File: src/hdl/fqfa_pkg.sv
// Shared types and constants for the FASTQ/FASTA record parser.
// Transaction payload structs, parser state struct, character and tag codes.
// No dependencies.
`timescale 1ns / 1ps

package fqfa_pkg;

  localparam logic [7:0] CH_GT   = 8'h3E;
  localparam logic [7:0] CH_AT   = 8'h40;
  localparam logic [7:0] CH_PLUS = 8'h2B;
  localparam logic [7:0] CH_NL   = 8'h0A;
  localparam logic [7:0] CH_SP   = 8'h20;

  localparam logic CMD_DATA = 1'b0;
  localparam logic CMD_EOS  = 1'b1;

  localparam logic MODE_FASTQ = 1'b0;
  localparam logic MODE_FASTA = 1'b1;

  // Field tags, also the FASTQ parse states
  localparam logic [1:0] TAG_ID1  = 2'd0;
  localparam logic [1:0] TAG_SEQ  = 2'd1;
  localparam logic [1:0] TAG_ID2  = 2'd2;
  localparam logic [1:0] TAG_QUAL = 2'd3;

  // FASTA parse states; the fourth code behaves as sequence
  localparam logic [1:0] FA_INIT   = 2'd0;
  localparam logic [1:0] FA_HEADER = 2'd1;
  localparam logic [1:0] FA_SEQ    = 2'd2;

  typedef struct packed {
    logic       cmd;
    logic [7:0] data_byte;
  } in_t;

  typedef struct packed {
    logic [7:0] out_byte;
    logic [1:0] field_tag;
    logic       has_byte;
    logic       record_last;
  } out_t;

  typedef struct packed {
    logic [1:0] parse_state;
    logic       at_line_start;
    logic       header_nonempty;
  } parse_t;

  localparam parse_t PARSE_RESET = '{parse_state: 2'd0, at_line_start: 1'b1,
                                     header_nonempty: 1'b0};

endpackage

File: src/hdl/fqfa_step.sv
// Combinational next-state and result logic for one input byte or end of stream.
// Depends on fqfa_pkg.
`timescale 1ns / 1ps

module fqfa_step (
  input  logic           format_mode,
  input  fqfa_pkg::parse_t cur,
  input  fqfa_pkg::in_t  item,
  output fqfa_pkg::parse_t nxt,
  output logic           res_valid,
  output fqfa_pkg::out_t res
);
  import fqfa_pkg::*;

  logic [7:0] b;
  logic       fa_seq;

  assign b      = item.data_byte;
  assign fa_seq = cur.parse_state[1];

  always_comb begin
    nxt       = cur;
    res_valid = 1'b0;
    res       = '{out_byte: 8'd0, field_tag: TAG_SEQ, has_byte: 1'b0, record_last: 1'b1};
    if (item.cmd == CMD_EOS) begin
      nxt       = PARSE_RESET;
      res_valid = (format_mode == MODE_FASTA) && cur.header_nonempty;
    end else if (format_mode == MODE_FASTQ) begin
      if (cur.at_line_start && ((cur.parse_state == TAG_ID1 && b == CH_AT) ||
                                (cur.parse_state == TAG_ID2 && b == CH_PLUS))) begin
        // drop the line marker
        nxt.at_line_start = 1'b0;
      end else if (b == CH_NL) begin
        nxt.at_line_start = 1'b1;
        nxt.parse_state   = cur.parse_state + 2'd1;
        if (cur.parse_state == TAG_QUAL) begin
          res_valid       = 1'b1;
          res.field_tag   = TAG_QUAL;
        end
      end else begin
        nxt.at_line_start = 1'b0;
        res_valid         = 1'b1;
        res               = '{out_byte: b, field_tag: cur.parse_state, has_byte: 1'b1,
                              record_last: 1'b0};
      end
    end else begin
      if (cur.at_line_start && b == CH_GT) begin
        nxt.parse_state     = FA_HEADER;
        nxt.at_line_start   = 1'b0;
        nxt.header_nonempty = 1'b0;
        res_valid           = cur.header_nonempty;
      end else if (b == CH_NL) begin
        nxt.at_line_start = 1'b1;
        if (cur.parse_state == FA_HEADER) begin
          nxt.parse_state = FA_SEQ;
        end
      end else begin
        nxt.at_line_start = 1'b0;
        if (cur.parse_state == FA_HEADER) begin
          nxt.header_nonempty = 1'b1;
          res_valid           = 1'b1;
          res = '{out_byte: b, field_tag: TAG_ID1, has_byte: 1'b1, record_last: 1'b0};
        end else if (fa_seq && b != CH_SP) begin
          res_valid = 1'b1;
          res = '{out_byte: b, field_tag: TAG_SEQ, has_byte: 1'b1, record_last: 1'b0};
        end
      end
    end
  end

endmodule

File: src/hdl/fqfa_skid.sv
// Two-entry output buffer: result register plus skid register.
// Stall toward the parser is registered. Depends on fqfa_pkg.
`timescale 1ns / 1ps

module fqfa_skid (
  input  logic           clk,
  input  logic           rst,
  input  logic           push,
  input  fqfa_pkg::out_t push_data,
  output logic           full,
  output logic           out_valid,
  input  logic           out_stall,
  output fqfa_pkg::out_t out_data
);
  import fqfa_pkg::*;

  logic skid_valid;
  out_t skid_data;
  logic pop;

  assign pop  = out_valid && !out_stall;
  assign full = skid_valid;

  always_ff @(posedge clk) begin
    if (rst) begin
      out_valid  <= 1'b0;
      skid_valid <= 1'b0;
    end else if (pop) begin
      if (skid_valid) begin
        out_valid  <= 1'b1;
        skid_valid <= 1'b0;
      end else begin
        out_valid <= push;
      end
    end else if (push) begin
      if (out_valid) begin
        skid_valid <= 1'b1;
      end else begin
        out_valid <= 1'b1;
      end
    end
  end

  always_ff @(posedge clk) begin
    if (pop) begin
      if (skid_valid) begin
        out_data <= skid_data;
      end else if (push) begin
        out_data <= push_data;
      end
    end else if (push) begin
      if (out_valid) begin
        skid_data <= push_data;
      end else begin
        out_data <= push_data;
      end
    end
  end

endmodule

File: src/hdl/fastq_fasta_record_parser_unit.sv
// Top level of the FASTQ/FASTA record parser.
// Depends on fqfa_pkg, fqfa_step and fqfa_skid.
`timescale 1ns / 1ps
//
// Usage:
//   Input channel (in_valid / in_stall / in_data) carries one transaction per
//   byte of the file, or an end-of-stream command. Output channel
//   (out_valid / out_stall / out_data) carries zero or one transaction per
//   input: a field byte tagged id1, sequence, id2 or quality, or a marker with
//   record_last set that closes a record.
//   cfg_write_enable / cfg_write_data set format_mode (0 FASTQ, 1 FASTA); write
//   it only while the block is idle.
// Timing:
//   One input transaction per cycle sustained while the skid has room. A result is
//   registered into the output or skid register; the parser state update is a
//   single short step of logic between the input port and those registers.
// Reset:
//   rst (synchronous) clears format_mode to FASTQ, puts the parser at line start
//   of the first field and empties the output buffer.
// Stall:
//   When the receiver stalls, the held result stays on out_data and one more
//   result goes into a skid register; in_stall rises only once the skid is full.

module fastq_fasta_record_parser_unit (
  input  logic           clk,
  input  logic           rst,
  input  logic           cfg_write_enable,
  input  logic           cfg_write_data,
  input  logic           in_valid,
  output logic           in_stall,
  input  fqfa_pkg::in_t  in_data,
  output logic           out_valid,
  input  logic           out_stall,
  output fqfa_pkg::out_t out_data
);
  import fqfa_pkg::*;

  logic   format_mode;
  parse_t parse;
  parse_t parse_next;
  logic   res_valid;
  out_t   res;
  logic   accept;
  logic   full;

  // accept whenever the skid register has room
  assign in_stall = full;
  assign accept   = in_valid && !full;

  always_ff @(posedge clk) begin
    if (rst) begin
      format_mode <= MODE_FASTQ;
    end else if (cfg_write_enable) begin
      format_mode <= cfg_write_data;
    end
  end

  fqfa_step u_step (
    .format_mode (format_mode),
    .cur         (parse),
    .item        (in_data),
    .nxt         (parse_next),
    .res_valid   (res_valid),
    .res         (res)
  );

  // advance parser state on every accepted transaction, result or not
  always_ff @(posedge clk) begin
    if (rst) begin
      parse <= PARSE_RESET;
    end else if (accept) begin
      parse <= parse_next;
    end
  end

  fqfa_skid u_skid (
    .clk       (clk),
    .rst       (rst),
    .push      (accept && res_valid),
    .push_data (res),
    .full      (full),
    .out_valid (out_valid),
    .out_stall (out_stall),
    .out_data  (out_data)
  );

endmodule
File: config.mk
export PLATFORM = sky130hd
export DESIGN_NAME = fastq_fasta_record_parser_unit
export DESIGN_NICKNAME = d
export VERILOG_FILES = /design/src/hdl/fqfa_pkg.sv /design/src/hdl/fqfa_step.sv /design/src/hdl/fqfa_skid.sv /design/src/hdl/fastq_fasta_record_parser_unit.sv
export SDC_FILE = /design/constraint.sdc
export NUM_CORES = 1
export LEC_CHECK = 0
export BUFFER_PORTS_ARGS = -buffer_cell sky130_fd_sc_hd__clkbuf_2
export CORE_MARGIN = 2
export CORE_UTILIZATION = 38
export DETAILED_ROUTE_END_ITERATION = 7
export GPL_TIMING_DRIVEN = 0
export PLACE_DENSITY = 0.61
export SYNTH_ARGS = -nofsm -noshare
export SYNTH_HDL_FRONTEND = slang
export SYNTH_SLANG_ARGS = --single-unit
File: constraint.sdc
create_clock -name clk -period 3.66 [get_ports clk]
set_input_delay 0.915 -clock clk [delete_from_list [all_inputs] [get_ports clk]]
set_output_delay 0.915 -clock clk [all_outputs]
set_load 0.02 [all_outputs]
Yosys cells after proc, flatten, opt, wreduce, memory -nomap -nowiden
Index checks and enable logic that the tools add are counted.
{ "op_classes": {"n_bitwise": 1, "n_addsub": 1, "n_reduce_logical": 25, "n_mux": 40, "n_eq_ne": 12} }
{ "ops": {"columns": ["cell", "n"], "rows": [
  ["2-to-1 mux 12 bit", 12],
  ["2-to-1 mux 1 bit", 17],
  ["== test 8 x 6 -> 1 bit, second input constant", 2],
  ["2-to-1 mux 2 bit", 7],
  ["logical AND 1 bit", 9],
  ["nonzero test 3 bit", 3],
  ["== test 8 x 4 -> 1 bit, second input constant", 1],
  ["== test 8 x 7 -> 1 bit, second input constant", 1],
  ["2-to-1 mux 4 bit", 2],
  ["2-to-1 mux 8 bit", 1],
  ["inequality test 8 x 6 -> 1 bit, second input constant", 1],
  ["inequality test 3 bit, second input constant", 2],
  ["AND reduction 3 bit", 2],
  ["nonzero test 2 bit", 3],
  ["AND reduction 5 bit", 1],
  ["== test 2 bit, second input constant", 2],
  ["inequality test 4 x 2 -> 1 bit, second input constant", 1],
  ["AND reduction 4 bit", 1],
  ["2-to-1 mux 3 bit", 1],
  ["adder 2 x 1 -> 2 bit, second input constant", 1],
  ["== test 2 x 1 -> 1 bit, second input constant", 1],
  ["zero test 1 bit", 2],
  ["zero test 2 bit", 1],
  ["inequality test 2 bit, second input constant", 1],
  ["4 further kinds", 4]
]} }
{ "totals": {"wordCells": 93, "ff_bits": 31} }

Logic depth before layout (Yosys ltp)
{ "logic_depth": {"depth_word": 12, "mapped_depth": 8, "mapped_depth_nobuf": 8} }

Modules after synthesis
From an unflattened synthesis, not the netlist that was laid out.
{ "unflattened": {"hier_cells": 150, "hier_area_um2": 1783.0} }
{ "by_module_without_submodules": {"columns": ["mod", "cells_each", "area_each_um2", "seq_area_each_um2", "n_inst"], "rows": [
  ["fqfa_skid", 49, 1011.0, 760.7, 1],
  ["fqfa_step", 80, 553.0, 0.0, 1],
  ["fastq_fasta_record_parser_unit", 21, 219.0, 100.1, 1]
]} }

Worst setup path after synthesis
OpenSTA, ideal clock, no wires.
{ "synth_timing": {"path_type": "input-to-reg", "startpoint": "input port in_data[7] in the netlist's numbering", "endpoint": "register u_skid.out_data[0] (netlist name)", "setup_ns": 0.399, "n_path_buf": 0, "cell_stages": 5, "t_arrival_ns": 3.030, "path_slack_ns": 0.230, "path_cell_list": "nor4b_1 a31oi_1 nor2b_1 o21ai_0 a21boi_0"} }
{ "synth_via": {"elab_chain_cells": 11, "elab_cells_between_ends": 23} }
{ "synth_rtl": {"columns": ["element", "line_no", "source"], "rows": [
  ["from (decl)", "fastq_fasta_record_parser_unit.sv:31", "input fqfa_pkg::in_t in_data,"],
  ["inequality test 8 x 6 -> 1 bit", "fqfa_step.sv:63", "end else if (fa_seq && b != CH_SP) begin"],
  ["logical AND 1 bit", "fqfa_step.sv:63", null],
  ["2-to-1 mux 1 bit", "fqfa_step.sv:63", null],
  ["2-to-1 mux 1 bit", "fqfa_step.sv:59", "if (cur.parse_state == FA_HEADER) begin"],
  ["2-to-1 mux 1 bit", "fqfa_step.sv:52", "end else if (b == CH_NL) begin"],
  ["2-to-1 mux 1 bit", "fqfa_step.sv:47", "if (cur.at_line_start && b == CH_GT) begin"],
  ["2-to-1 mux 1 bit *", "fqfa_step.sv:28", "end else if (format_mode == MODE_FASTQ) begin"],
  ["2-to-1 mux 1 bit *", "fqfa_step.sv:25", "if (item.cmd == CMD_EOS) begin"],
  ["logical AND 1 bit *", "fastq_fasta_record_parser_unit.sv:79", ".push (accept && res_valid),"],
  ["nonzero test 2 bit (no line)", null, null],
  ["AND reduction 3 bit (no line) *", null, null]
]} }
Every way passes the cells marked *; elsewhere a longest branch is shown, timed or not.
A chain may end at the register's enable or synchronous reset.

Final worst setup path
{ "layout_timing": {"startpoint": "input port in_data[7] in the netlist's numbering", "endpoint": "register u_skid.skid_data[6] in the netlist's numbering, enable pin"} }
{ "layout_via": {"elab_chain_cells": 10, "elab_cells_between_ends": 21} }
{ "layout_rtl": {"columns": ["element", "line_no", "source"], "rows": [
  ["inequality test 8 x 6 -> 1 bit", "fqfa_step.sv:63", null],
  ["logical AND 1 bit", "fqfa_step.sv:63", null],
  ["2-to-1 mux 1 bit", "fqfa_step.sv:63", null],
  ["2-to-1 mux 1 bit", "fqfa_step.sv:59", null],
  ["2-to-1 mux 1 bit", "fqfa_step.sv:52", null],
  ["2-to-1 mux 1 bit", "fqfa_step.sv:47", null],
  ["2-to-1 mux 1 bit *", "fqfa_step.sv:28", null],
  ["2-to-1 mux 1 bit *", "fqfa_step.sv:25", null],
  ["logical AND 1 bit *", "fastq_fasta_record_parser_unit.sv:79", null],
  ["AND reduction 3 bit (no line) *", null, null],
  ["to (signal assigned)", "fqfa_skid.sv:53", "skid_data <= push_data;"],
  ["to (decl)", "fqfa_skid.sv:18", "out_t skid_data;"]
]} }
Marked as above.

==> flow_summary.toml <==
[timing]
rsz_0062_raised_after_global_routing = "no"
tightest_slew_ns = 1.11
finalHoldViolations = 0
timing.clock.skew_ns = 0.00737
finalMaxSlewViolations = 0
timing.final.ws_setup_ns = 0.407
fmaxAchievable_mhz = 307
tmin_final_ns = 3.25
finalSetupViolations = 0
post-route-period-util_pct = 88.9
tns_ns = 0
slew_headroom_pct = 24.7

[setup_path]
crit_path_cell_trace = "clkbuf_2 > nor4b_1 > a31oi_1 > nor2b_1 > o21ai_0 > nor2_2"
kind_of_cell_with_the_highest_combined_delay_on_the_critical_path = "simple AND/OR/NAND/NOR gates"
worst-setup-path-type = "in -> reg"
worstPathArrival_ns = 3.17
cpPeakStageDelay_ns = 0.96
timing.critical_path.to_type = "flop"
worst-path-max-fanout = 12
crit_required_ns = 3.58
critical_path_start_type = "primary input"
critical_path_buffer_and_inverter_count = 1
critical_path.slowest_cell = "nor4b_1"

[outcome]
run_status = "finished, final reports clean"

[grt]
first_global_vias = 1286
gr-usage-all-layers_pct = 16.0
global_route_wire_length_before_repair_mm = 6.16
antenna_violations_before_repair = 0
grt_start_max_net_pins = 13
grt_overflow = 0

[cells_and_area]
layout.core_utilization_pct = 48.1
diodes = 0
layout_common_cells = "clkbuf_2 (28), edfxtp_1 (24), nor2_1 (11)"
share_of_final_layout_standard_cells_stronger_than_drive_strength_1_pct = 25.9
design.final.nets = 203
mostFrequentLayoutCell = "clkbuf_2"
layout-area-overhead-vs-synth_pct = 19.5

[detailed_routing]
detail_route.vias_per_cell = 5.45
wl_mm = 3.59
route.detailed.drc = 0
detailroute.via_count = 1281
final_antenna_net_count = 0
wl_per_cell_um = 15.3
detailedRoute.firstIterationViolations = 80
detail_route.first_pass.iterations = 4

[yosys]
synthesis.nets = 167
postSynthCellCount = 148
synth_top_family_by_area = "simple AND/OR/NAND/NOR gates"
muxShareOfSynthArea_pct = 5.47
synth_simple_gate_area_share_pct = 22.5
ys_dominant_reg_cell = "edfxtp_1"
yosys_register_bits = 31
synth_enable_flop_cells = 24
adder_and_majority_gate_portion_of_the_synthesized_area_pct = 3.04
synth_async_sr_flop_share_pct = 0
synth.avg_cell_area_um2 = 11.1
synth-compound-area-share_pct = 14.0
yosys_warnings = 0
post_synth_xor_area_fraction_pct = 0
cell_area_after_technology_mapping_mm2 = 0.00165
number_of_distinct_library_cell_variants_in_the_gate_level_netlist_after_synthesis = 45
sequential_area_share_after_synthesis_pct = 52.3

[clock_tree]
clkSinkCount = 31
cts_tree = "done"
post_cts_buffers = 0
ctsLongestPathBuffers = 2
cts-buffers-inserted = 5
clock-root-buffer = "clkbuf_8"
clock_input_transition_at_the_sequential_cells_of_the_worst_setup_and_hold_paths_ns = 0.07
clock_latency_ns = 0.29
cts_htree_levels = 2

[worst_hold_path]
holdCritPathClass = "reg -> reg"

[place]
post-dp-hpwl_mm = 2.67
globalplace.congestion = 0.822
placement.setup.worst_slack_ns = -0.117
port_buffers = 28

[floorplan]
initial_core_utilization_pct = 40.3
core_region_area_mm2 = 0.00409
die-height_um = 69.8
row_count = 23
die_w_um = 69.8
floorplan_die_area_mm2 = 0.00488
io_pins = 29

[pwr]
power.ir.vdd_worst_mv = 0.188
power_density_mw_per_mm2 = 409
total_power_mw = 0.804
p_leak_nw = 0.750

[flow_run]
cap_violations = 0
[metal layers]
metal,vias to the layer above,share of wire [%],track usage [%]
met5,-,0,0
met4,0,1.3,6.41
met3,6,6.0,5.67
met2,35,48,24.9
met1,607,44,20.1
li1,633,-,-
[synth_stat cells (all sizes together), types with 3 or more instances]
cell | n | share of area [%]
o21ai | 4 | 1.4
nand2 | 9 | 2.1
a31oi | 4 | 1.5
ha | 4 | 3.0
nor2b | 4 | 1.5
a21oi | 4 | 1.9
nor2 | 12 | 2.7
and4 | 3 | 1.7
mux2 | 5 | 3.6
dfxtp | 7 | 8.5
and2 | 8 | 3.0
edfxtp | 24 | 44
nand2b | 5 | 1.9
inv | 7 | 1.6
a22o | 3 | 1.6
nor4b | 3 | 1.6
clkbuf | 4 | 0.91
nor3 | 6 | 2.1
mux2i | 3 | 1.8
[power breakdown]
part	total (mW)	leakage (nW)	switching, mW	internal, mW
sequential	0.392	0.279	0.00362	0.388
clock	0.332	0.0556	0.133	0.199
combinational	0.0798	0.415	0.0484	0.0314
[cell families after synthesis]
group                      after synthesis
buffers and inverters                   12
adders and majority gates                4
muxes                                    8
DFF                                     31
AOI/OAI and AO/OA                       30
and+or+nand+nor                         63
[per-stage QoR]
stage,cell area [µm²],hold WS (ns),std cells
2_1_floorplan,1650,0.473,148
3_3_place_gp,1850,0.510,226
3_5_place_dp,1860,0.508,227
4_1_cts,1960,0.524,235
5_1_grt,1970,0.548,235
6_report,1970,0.516,235
[registers in the layout, indices dropped and copies added, names as in the netlist]
name,cells
u_skid.full,1
parse,4
format_mode,1
u_skid.out_data,12
u_skid.skid_data,12
u_skid.out_valid,1
[worst register-to-register path: stages (launching register included)]
cell	delay (ns)
dfxtp_1	0.45
ha_1	0.21
nor3_1	0.05
a311o_1	0.35
a211oi_1	0.35
o21ai_0	0.26
nor2_2	0.54
[worst paths after layout]
| check | start | endpoint | slack (ns) | depth (start not counted) |
|---|---|---|---|---|
| max reg2reg | parse[3] | u_skid.skid_data[6] | 1.09 | 6 |
| max | in_data[7] | u_skid.skid_data[6] | 0.41 | 6 |
| min reg2reg | parse[1] | parse[1] | 0.52 | 1 |
| min | parse[1] | parse[1] | 0.52 | 1 |
[final cells by class]
cell class | instances | area [µm²]
inverters | 7 | 26.3
multi-input cells | 105 | 743
well taps | 50 | 62.6
plain buffers | 5 | 18.8
flip-flops and latches | 31 | 861
fillers | 396 | 2120
clock buffers | 5 | 68.8
clock inverters | 3 | 38.8
repair buffers | 29 | 148
[what timing repair did]
item | in CTS | in global routing
hold buffers | 0 | 0
resized for setup | 0 | 1
setup endpoints to repair | 0 | 12
No activity file was read; power rests on OpenSTA's default activity.
